**config.mk**
```make
export PLATFORM = sky130hd
export DESIGN_NAME = dle_stx_frame_decoder
export DESIGN_NICKNAME = d
export VERILOG_FILES = /design/src/hw/rtl/dsfd_pkg.sv /design/src/hw/rtl/dle_stx_frame_decoder.sv /design/src/hw/rtl/dsfd_step.sv
export SDC_FILE = /design/constraint.sdc
export NUM_CORES = 1
export LEC_CHECK = 0
export BUFFER_PORTS_ARGS = -buffer_cell sky130_fd_sc_hd__buf_2
export CORE_ASPECT_RATIO = 1.4
export CORE_UTILIZATION = 50
export DETAILED_ROUTE_END_ITERATION = 12
export PLACE_DENSITY_LB_ADDON = 0.2
export SKIP_CTS_REPAIR_TIMING = 1
export SLEW_MARGIN = 0
export SYNTH_ARGS = -nofsm -noshare
export SYNTH_HDL_FRONTEND = slang
export SYNTH_SLANG_ARGS = --single-unit
```
**constraint.sdc**
```tcl
create_clock -name clock -period 3.8 [get_ports clock]
set_input_delay 0.38 -clock clock [delete_from_list [all_inputs] [get_ports clock]]
set_output_delay 0.38 -clock clock [all_outputs]
set_load 0.02 [all_outputs]
```
**src/hw/rtl/dsfd_pkg.sv**
```systemverilog
`timescale 1ns / 1ps
`default_nettype none

package dsfd_pkg;

   // framing symbols
   localparam logic [7:0] SymDle = 8'h10;
   localparam logic [7:0] SymStx = 8'h02;
   localparam logic [7:0] SymEtx = 8'h03;
   localparam logic [7:0] SymNak = 8'h15;

   // byte counter limits
   localparam logic [8:0] CountMax    = 9'd260;
   localparam logic [8:0] ShortLimit  = 9'd5;
   localparam logic [8:0] HeaderBytes = 9'd4;

   typedef enum logic [12:0] {
      PH_H0     = 13'b0_0000_0000_0001,
      PH_H1     = 13'b0_0000_0000_0010,
      PH_STATUS = 13'b0_0000_0000_0100,
      PH_LEN    = 13'b0_0000_0000_1000,
      PH_SKIP   = 13'b0_0000_0001_0000,
      PH_DATA   = 13'b0_0000_0010_0000,
      PH_ESC    = 13'b0_0000_0100_0000,
      PH_BCC    = 13'b0_0000_1000_0000,
      PH_BCC2   = 13'b0_0001_0000_0000,
      PH_END1   = 13'b0_0010_0000_0000,
      PH_END2   = 13'b0_0100_0000_0000,
      PH_DONE   = 13'b0_1000_0000_0000,
      PH_IGNORE = 13'b1_0000_0000_0000
   } phase_type;

   typedef enum logic [3:0] {
      ERR_OK         = 4'd0,
      ERR_NAK        = 4'd1,
      ERR_SHORT      = 4'd2,
      ERR_HEADER     = 4'd3,
      ERR_LENSHORT   = 4'd4,
      ERR_STUFF      = 4'd5,
      ERR_CHECK      = 4'd6,
      ERR_NOTDOUBLED = 4'd7,
      ERR_END        = 4'd8
   } err_type;

   typedef struct packed {
      logic [7:0] rx_byte;
      logic       end_of_buffer;
   } req_type;

   typedef struct packed {
      logic       is_verdict;
      logic [7:0] data_byte;
      logic [7:0] reader_status;
      logic [3:0] error_code;
   } rsp_type;

   typedef struct packed {
      phase_type  phase;
      logic [8:0] byte_count;
      logic [7:0] frame_length;
      logic [7:0] data_left;
      logic [7:0] status_held;
      logic [7:0] check_acc;
      err_type    first_fault;
   } state_type;

   localparam state_type StateReset = '{
      phase:        PH_H0,
      byte_count:   9'd0,
      frame_length: 8'd0,
      data_left:    8'd0,
      status_held:  8'd0,
      check_acc:    8'd0,
      first_fault:  ERR_OK
   };

endpackage

`default_nettype wire

```
**src/hw/rtl/dle_stx_frame_decoder.sv**
```systemverilog
`timescale 1ns / 1ps
`default_nettype none

// dle stx frame decoder
// - req channel: one answer byte per item, end_of_buffer marks the buffer's last byte
// - rsp channel: an unstuffed data byte (is_verdict 0) or, for the last byte,
//   one verdict with the header status and an error code (is_verdict 1)
// - header and trailer bytes, the skipped length extra byte and bytes after
//   the frame or after a fault give no item on rsp
// - a result is registered and shows on rsp in the cycle after its req item is taken
// - throughput: one byte per cycle while rsp_ready holds; the parse state is updated by a single
//   combinational step between the request port and the result register
// - req_ready is high while the result register is empty or being drained, so a
//   byte is taken in the same cycle that the previous result leaves
// - when the receiver stalls, the result register holds its item and req_ready
//   falls until rsp_ready returns
// - reset (synchronous, active high) empties the result register and puts the
//   parser back to waiting for the first header byte; the last byte of each
//   buffer resets the parser the same way once its verdict is formed
module dle_stx_frame_decoder
   import dsfd_pkg::*;
(
   input  wire         clock,
   input  wire         reset,
   input  wire         req_valid,
   output logic        req_ready,
   input  wire req_type req_data,
   output logic        rsp_valid,
   input  wire         rsp_ready,
   output rsp_type     rsp_data
);

   state_type state_ff;
   state_type state_in;
   logic      rsp_valid_ff;
   logic      rsp_valid_in;
   rsp_type   rsp_data_ff;
   rsp_type   rsp_data_in;
   logic      req_take;
   logic      step_valid;
   rsp_type   step_result;
   state_type step_state;

   // parse step for the byte on the request port
   dsfd_step u_step (
      .cur_state    (state_ff),
      .req_item     (req_data),
      .next_state   (step_state),
      .result_valid (step_valid),
      .result       (step_result)
   );

   // room when the result register is empty or its item is leaving now
   assign req_ready = !rsp_valid_ff || rsp_ready;
   assign req_take  = req_valid && req_ready;

   always_comb begin
      state_in     = state_ff;
      rsp_valid_in = rsp_valid_ff;
      rsp_data_in  = rsp_data_ff;
      if (rsp_valid_ff && rsp_ready) begin
         rsp_valid_in = 1'b0;
      end
      if (req_take) begin
         state_in = step_state;
         if (step_valid) begin
            rsp_valid_in = 1'b1;
            rsp_data_in  = step_result;
         end
      end
   end

   // control state
   always_ff @(posedge clock) begin
      if (reset) begin
         state_ff     <= StateReset;
         rsp_valid_ff <= 1'b0;
      end else begin
         state_ff     <= state_in;
         rsp_valid_ff <= rsp_valid_in;
      end
   end

   // result payload, no reset needed
   always_ff @(posedge clock) begin
      rsp_data_ff <= rsp_data_in;
   end

   assign rsp_valid = rsp_valid_ff;
   assign rsp_data  = rsp_data_ff;

endmodule

`default_nettype wire

```
**src/hw/rtl/dsfd_step.sv**
```systemverilog
`timescale 1ns / 1ps
`default_nettype none

// one byte of parsing: next state and the result it causes
module dsfd_step
   import dsfd_pkg::*;
(
   input  wire state_type cur_state,
   input  wire req_type   req_item,
   output state_type      next_state,
   output logic           result_valid,
   output rsp_type        result
);

   logic       emit;
   logic [7:0] dbyte;
   logic [7:0] dec_left;
   err_type    verdict_err;
   state_type  parsed;

   always_comb begin
      parsed   = cur_state;
      emit     = 1'b0;
      dbyte    = 8'd0;
      dec_left = cur_state.data_left - 8'd1;

      if (cur_state.byte_count < CountMax) begin
         parsed.byte_count = cur_state.byte_count + 9'd1;
      end

      unique case (cur_state.phase)
         PH_H0: begin
            if (req_item.rx_byte == SymNak) begin
               parsed.status_held = SymNak;
               parsed.first_fault = ERR_NAK;
               parsed.phase       = PH_IGNORE;
            end else if (req_item.rx_byte == SymDle) begin
               parsed.phase = PH_H1;
            end else begin
               parsed.first_fault = ERR_HEADER;
               parsed.phase       = PH_IGNORE;
            end
         end
         PH_H1: begin
            if (req_item.rx_byte == SymStx) begin
               parsed.phase = PH_STATUS;
            end else begin
               parsed.first_fault = ERR_HEADER;
               parsed.phase       = PH_IGNORE;
            end
         end
         PH_STATUS: begin
            parsed.status_held = req_item.rx_byte;
            parsed.check_acc   = req_item.rx_byte;
            parsed.phase       = PH_LEN;
         end
         PH_LEN: begin
            parsed.frame_length = req_item.rx_byte;
            parsed.data_left    = req_item.rx_byte;
            parsed.check_acc    = cur_state.check_acc ^ req_item.rx_byte;
            if (req_item.rx_byte == SymDle) begin
               parsed.phase = PH_SKIP;
            end else if (req_item.rx_byte == 8'd0) begin
               parsed.phase = PH_BCC;
            end else begin
               parsed.phase = PH_DATA;
            end
         end
         PH_SKIP: begin
            parsed.phase = PH_DATA;
         end
         PH_DATA: begin
            if (req_item.rx_byte == SymDle) begin
               parsed.phase = PH_ESC;
            end else begin
               emit             = 1'b1;
               dbyte            = req_item.rx_byte;
               parsed.check_acc = cur_state.check_acc ^ req_item.rx_byte;
               parsed.data_left = dec_left;
               parsed.phase     = (dec_left == 8'd0) ? PH_BCC : PH_DATA;
            end
         end
         PH_ESC: begin
            if (req_item.rx_byte == SymDle) begin
               emit             = 1'b1;
               dbyte            = SymDle;
               parsed.check_acc = cur_state.check_acc ^ SymDle;
               parsed.data_left = dec_left;
               parsed.phase     = (dec_left == 8'd0) ? PH_BCC : PH_DATA;
            end else begin
               parsed.first_fault = ERR_STUFF;
               parsed.phase       = PH_IGNORE;
            end
         end
         PH_BCC: begin
            if (req_item.rx_byte != cur_state.check_acc) begin
               parsed.first_fault = ERR_CHECK;
               parsed.phase       = PH_IGNORE;
            end else if (req_item.rx_byte == SymDle) begin
               parsed.phase = PH_BCC2;
            end else begin
               parsed.phase = PH_END1;
            end
         end
         PH_BCC2: begin
            if (req_item.rx_byte == SymDle) begin
               parsed.phase = PH_END1;
            end else begin
               parsed.first_fault = ERR_NOTDOUBLED;
               parsed.phase       = PH_IGNORE;
            end
         end
         PH_END1: begin
            if (req_item.rx_byte == SymDle) begin
               parsed.phase = PH_END2;
            end else begin
               parsed.first_fault = ERR_END;
               parsed.phase       = PH_IGNORE;
            end
         end
         PH_END2: begin
            if (req_item.rx_byte == SymEtx) begin
               parsed.phase = PH_DONE;
            end else begin
               parsed.first_fault = ERR_END;
               parsed.phase       = PH_IGNORE;
            end
         end
         default: begin
            // done, ignore and meaningless codes: bytes are dropped
            parsed.phase = PH_IGNORE;
            if (cur_state.phase == PH_DONE) begin
               parsed.phase = PH_DONE;
            end
         end
      endcase

      // verdict ranking
      priority if (parsed.byte_count < ShortLimit) begin
         verdict_err = ERR_SHORT;
      end else if (parsed.first_fault == ERR_NAK) begin
         verdict_err = ERR_NAK;
      end else if (parsed.first_fault == ERR_HEADER) begin
         verdict_err = ERR_HEADER;
      end else if ((parsed.byte_count - HeaderBytes) < {1'b0, parsed.frame_length}) begin
         verdict_err = ERR_LENSHORT;
      end else if (parsed.first_fault != ERR_OK) begin
         verdict_err = parsed.first_fault;
      end else if (parsed.phase != PH_DONE) begin
         verdict_err = ERR_END;
      end else begin
         verdict_err = ERR_OK;
      end

      if (req_item.end_of_buffer) begin
         next_state           = StateReset;
         result_valid         = 1'b1;
         result.is_verdict    = 1'b1;
         result.data_byte     = 8'd0;
         result.reader_status = parsed.status_held;
         result.error_code    = verdict_err;
      end else begin
         next_state           = parsed;
         result_valid         = emit;
         result.is_verdict    = 1'b0;
         result.data_byte     = dbyte;
         result.reader_status = 8'd0;
         result.error_code    = ERR_OK;
      end
   end

endmodule

`default_nettype wire

```
# --- Word-level counts from Yosys, hierarchy flattened ---
# Cells that the tools add are included.
totals:
  elab_cells: 117
  regBits: 80
op_classes:
  n_mux: 52
  n_lt_le_gt_ge: 3
  n_bitwise: 3
  add_sub_neg: 3
  n_reduce_logical: 17
  n_eq_ne: 23
op_table:
  columns: ["operator", "n"]
  rows:
  - ["2-to-1 mux 13 bit", 11]
  - ["case mux 13 bit (11 select lines)", 1]
  - ["2-to-1 mux 8 bit", 8]
  - ["2-to-1 mux 58 bit", 1]
  - ["2-to-1 mux 4 bit", 14]
  - ["case mux 8 bit (2 select lines)", 2]
  - ["case mux 8 bit (4 select lines)", 1]
  - ["case mux 4 bit (7 select lines)", 1]
  - ["case mux 8 bit (3 select lines)", 1]
  - ["2-to-1 mux 21 bit", 1]
  - ["equality test 8 x 2 -> 1 bit (second input constant)", 2]
  - ["equality test 8 x 5 -> 1 bit (second input constant)", 2]
  - ["zero test 8 bit", 2]
  - ["equality test 13 x 1 -> 1 bit (second input constant)", 1]
  - ["equality test 13 x 10 -> 1 bit (second input constant)", 1]
  - ["equality test 13 x 11 -> 1 bit (second input constant)", 1]
  - ["equality test 13 x 12 -> 1 bit (second input constant)", 1]
  - ["equality test 13 x 2 -> 1 bit (second input constant)", 1]
  - ["equality test 13 x 3 -> 1 bit (second input constant)", 1]
  - ["equality test 13 x 4 -> 1 bit (second input constant)", 1]
  - ["equality test 13 x 5 -> 1 bit (second input constant)", 1]
  - ["equality test 13 x 6 -> 1 bit (second input constant)", 1]
  - ["equality test 13 x 7 -> 1 bit (second input constant)", 1]
  - ["equality test 13 x 8 -> 1 bit (second input constant)", 1]
  - ["other kinds (31)", 43]

# --- Logic depth before layout (Yosys ltp) ---
logic_depth:
  depth_word: 13
  ltp_mapped: 17
  mapped_depth_nobuf: 17

# --- Cells and area by module ---
# From an unflattened synthesis, not the netlist that was laid out.
unflattened:
  hier_cells: 726
  area_unflattened_um2: 5943.2
by_module_without_submodules:
  columns: ["module", "area_each_um2", "cells_per_inst", "instances", "seq_area_each_um2"]
  rows:
  - ["dle_stx_frame_decoder", 3243.1, 291, 1, 1811.7]
  - ["dsfd_step", 2700.1, 435, 1, 0.0]

# --- Worst setup path after synthesis ---
# No wires, ideal clock.
synth_path:
  kind: "register -> register"
  from: "reg state_ff[50] (netlist name)"
  to: "reg rsp_data_ff (netlist bit rsp_data[1]) (data pin)"
  path_buffers: 1
  t_arrival_ns: 2.943
  required_ns: 3.541
  setup_ns: 0.259
  synth_period_minus_slack_ns: 3.202
  setup_slack_ns: 0.598
  stages_incl_launch_ff: 14
  path_cell_list: "dfxtp_1 buf_6 nor4_2 nand4b_1 nor2_1 mux2i_1 ha_1 o21a_1 o21ai_0 a21oi_1 nor2_1 o311ai_1 a211oi_1 nor2_1"
synth_between:
  elab_chain_len: 8
  elab_cells_between_ends: 19
  cone_classes: "1 x order compare; 10 x eq/ne; 7 x mux; 1 x reduce/logical"
synth_lines:
  columns: ["element", "line_no", "rtl"]
  rows:
  - ["start, declared", "dle_stx_frame_decoder.sv:33", "state_type state_ff;"]
  - ["start signal, assigned", "dle_stx_frame_decoder.sv:76", "state_ff <= StateReset;"]
  - ["start signal, assigned", "dle_stx_frame_decoder.sv:79", "state_ff <= state_in;"]
  - ["branches (longest 6 deep; another with < comparator 9 x 8 -> 1 bit)", null, null]
  - ["2-to-1 mux 4 bit (*)", "dsfd_step.sv:141", "end else if (parsed.first_fault == ERR_NAK) begin"]
  - ["2-to-1 mux 4 bit (*)", "dsfd_step.sv:139", "priority if (parsed.byte_count < ShortLimit) begin"]
  - ["end signal, assigned", "dle_stx_frame_decoder.sv:86", "rsp_data_ff <= rsp_data_in;"]
  - ["end, declared", "dle_stx_frame_decoder.sv:37", "rsp_type rsp_data_ff;"]
# Every way passes the cells marked *.
# A chain may end at the register's enable or synchronous reset.

# --- Worst setup path in the final report ---
layout_path:
  from: "reg state_ff[36] (netlist name)"
  to: "reg rsp_data_ff (netlist bit rsp_data[1]) (data pin)"
layout_between:
  elab_chain_len: 8
  elab_cells_between_ends: 10
  cone_classes: "2 x add/sub; 3 x order compare; 5 x mux"
layout_lines:
  columns: ["element", "line_no", "rtl"]
  rows:
  - ["adder 9 x 1 -> 9 bit or < comparator 9 bit (tied branches)", "dsfd_step.sv:28, dsfd_step.sv:27", null]
  - ["2-to-1 mux 9 bit (*)", "dsfd_step.sv:27", "if (cur_state.byte_count < CountMax) begin"]
  - ["subtractor 9 x 3 -> 9 bit", "dsfd_step.sv:145", "end else if ((parsed.byte_count - HeaderBytes) < {1'b0, parsed.frame_length}) begin"]
  - ["< comparator 9 x 8 -> 1 bit", "dsfd_step.sv:145", null]
  - ["2-to-1 mux 4 bit", "dsfd_step.sv:145", null]
  - ["2-to-1 mux 4 bit", "dsfd_step.sv:143", "end else if (parsed.first_fault == ERR_HEADER) begin"]
  - ["2-to-1 mux 4 bit", "dsfd_step.sv:141", null]
  - ["2-to-1 mux 4 bit (*)", "dsfd_step.sv:139", null]
# Mark *: on every way between the ends. The rest lies on a longest branch, timed or not.

==> run summary <==
Deepest clock path buffer count - 2
P_int - 1.47 mW
Pwr Density - 351 nW/um^2
CTS root buf - clkbuf_16
Met3 Resource Use GR - 4.03%
IO buf count - 35
Die Height - 122 um
Final Hold Viols - 0
Leakage power total - 2.06 nW
DP Worst Slack - 276 ps
Setup Skew - 10.3 ps
Top cell by count, worst path - nor2_1
Vias in the first global route - 4615
Cell Area, Synth - 5170 sq um
Post-synthesis net count - 672
EDFF count, synth - 21
Total of max-cap violations - 0
Ys Warns - 0
Max stage delay on crit path - 380 ps
Most Crowded Layer GR - met2
R2R setup slack - 230 ps
HPWL Detailed - 9970 um
Net Sw Frac - 26.8%
Antenna Nets Post-Route - 0
Most frequent cells in the layout - 92 x nor2_1, 66 x a21oi_1, 59 x dfxtp_1, 58 x nand2_1, 47 x o21ai_0
CP required - 3900 ps
Final GP Congestion - 0.908
Initial drt markers - 423
Final Setup Violations - 0
Met2 Use GR - 47.7%
Ys async rst share - 0%
Combinational share of power - 10.1%
Maximum fanout along the worst path - 8
Ant diodes - 0
WL per Instance - 17.9 um
Worst Hold Class - input port to flip-flop
Max rail drop VDD - 0.305 mV
Final period util - 93.9%
Number of nets in the layout - 685
Grt ovf - 0
Clock sinks - 80
DIE AREA - 10800 sq um
DRT Pass-1 Iters - 5
Worst setup margin - 234 ps
# H-tree levels - 3
Achievable clock frequency - 0.280 GHz
Crit end category - flip-flop
Worst skew pair latency - 350 ps
Critical Path AT - 3660 ps
Cell count after synthesis - 649
GRT Total Usage - 27.1%
Main synth FF type - dfxtp_1
Setup crit start kind - flip-flop
Footprint of the multi-input gates - 3100 sq um
Storage cell area - 1810 sq um
CTS tree - done
CP Class - flip-flop to flip-flop
Yosys reg bits - 80
Core Rows - 43
Slowest-stage cell, CP - dfxtp_1
Layout cells sized above 1 - 13.8%
Placeable Area - 9950 sq um
Io pins - 36
Max_slew headroom - 7.17%
Worst path cell trace - ha_1 > nor3b_1 > a211o_1 > or2_2 > inv_1 > nor2_1 > o22ai_1 > nand2_1 > xnor2_1 > ha_1 > o21a_1 > o21ai_0 > a21oi_1 > nor2_1 > o311ai_1 > a211oi_1 > nor2_1
Most common cell after layout, fill and taps aside - nor2_1
Setup tns final - 0 ps
Synthesis-to-layout area growth - 10.8%
Pwr Total - 2.01 mW
Antenna violations before repair - 0
Seq pwr share - 44.7%
Largest net degree at the start of global routing - 59
Psw - 0.539 mW
Worst-path clk slew - 60 ps
RSZ-0062 raised after global routing - no
Met1 usage in global routing - 31.2%
Syn avg cell area - 7.96 sq um
Residual DRC - 0
Total number of vias - 5040
First-pass GRT wire length - 22500 um
WL final - 14400 um
Clock Power Share - 45.2%
Post-synthesis cell type count - 72
Status - finished, final reports clean
Worst slew pin tran - 1390 ps
Via/cell ratio - 6.28
Fin. max-slew vios - 0
Die W - 87.9 um
# fillers - 930
Register area share after synthesis - 35.1%
Clock buffers created by TritonCTS - 9
Tmin final - 3570 ps
Initial core utilization - 51.9%
[metal layers]
metal / part of all wire [%] / wire length (um) / up-vias
met5: 0 / 0 / -
met4: 3.4 / 495 / 0
met3: 5.9 / 842 / 41
met2: 50 / 7240 / 211
met1: 40 / 5770 / 2390
li1: - / - / 2398
[registers in the layout, summed over array words and instances, names as in the netlist]
name and flops:
state_ff 58, rsp_data 21, rsp_valid 1
[synth_stat cells, types with 11 or more instances]
cell type / instances / share of area, %
nor3_1: 17 / 1.6
a22oi_1: 14 / 2.0
nand2_1: 58 / 4.2
edfxtp_1: 21 / 12
nand4_1: 13 / 1.6
o21ai_0: 47 / 4.6
nand2b_1: 13 / 1.6
nor2_1: 92 / 6.7
clkbuf_1: 35 / 2.5
a21oi_1: 66 / 6.4
nand3_1: 11 / 1.1
xnor2_1: 12 / 2.0
dfxtp_1: 59 / 23
nor4_1: 17 / 2.1
xor2_1: 13 / 2.2
[power groups by stage]
stage	clock network (mW)	logic (mW)	registers, mW
6_report	0.908	0.203	0.898
2_1_floorplan	0	0.135	0.923
3_3_place_gp	0	0.198	0.916
4_1_cts	0.925	0.200	0.898
5_1_grt	0.952	0.219	0.899
3_5_place_dp	0	0.200	0.917
[area by class of cell]
type                            count  area share [%]
Clock buffer                        9            3.93
Timing Repair Buffer               52            5.29
Multi-Input combinational cell    509            54.1
Clock inverter                      7            1.46
Sequential cell                    80            31.6
Tap cell                          135            2.95
Inverter                           10           0.655
[critical path, delay by kind of cell (launching register included)]
kind / cells / cell delay (ps)
buffers and inverters: 1 / 180
xor gates and xnor gates: 1 / 140
and+or+nand+nor: 6 / 780
AOI/OAI and AO/OA: 7 / 1260
adders and majority gates: 2 / 570
DFF: 1 / 380
[through the flow]
| stage | hold WS (ps) | area [sq um] | utilization [%] | std cells |
|---|---|---|---|---|
| floorplan | 448 | 5170 | - | 649 |
| global placement | 462 | 5420 | 54.4 | 786 |
| detailed placement | 465 | 5420 | 54.4 | 786 |
| CTS | 395 | 5730 | 57.5 | 802 |
| global route | 430 | 5730 | 57.5 | 802 |
| finish | 404 | 5730 | 57.5 | 802 |
[logic make-up after synthesis]
logic type	after synthesis	share of synthesized area (%)
mux	10	1.96
compound gates	173	21.2
flops	80	35.1
xor+xnor	25	4.24
fa+ha+maj	10	2.42
buf+inv	60	5.04
simple gates	291	30.1
[path summary, 6_finish.rpt]
path | start | endpoint | cells past startpoint
setup / recovery | state_ff[36] | rsp_data[1] | 17
setup reg to reg | state_ff[36] | rsp_data[1] | 17
hold reg to reg | state_ff[27] | state_ff[27] | 2
hold / removal | rsp_ready | rsp_valid | 3
Power figures use the tool's default switching activity.
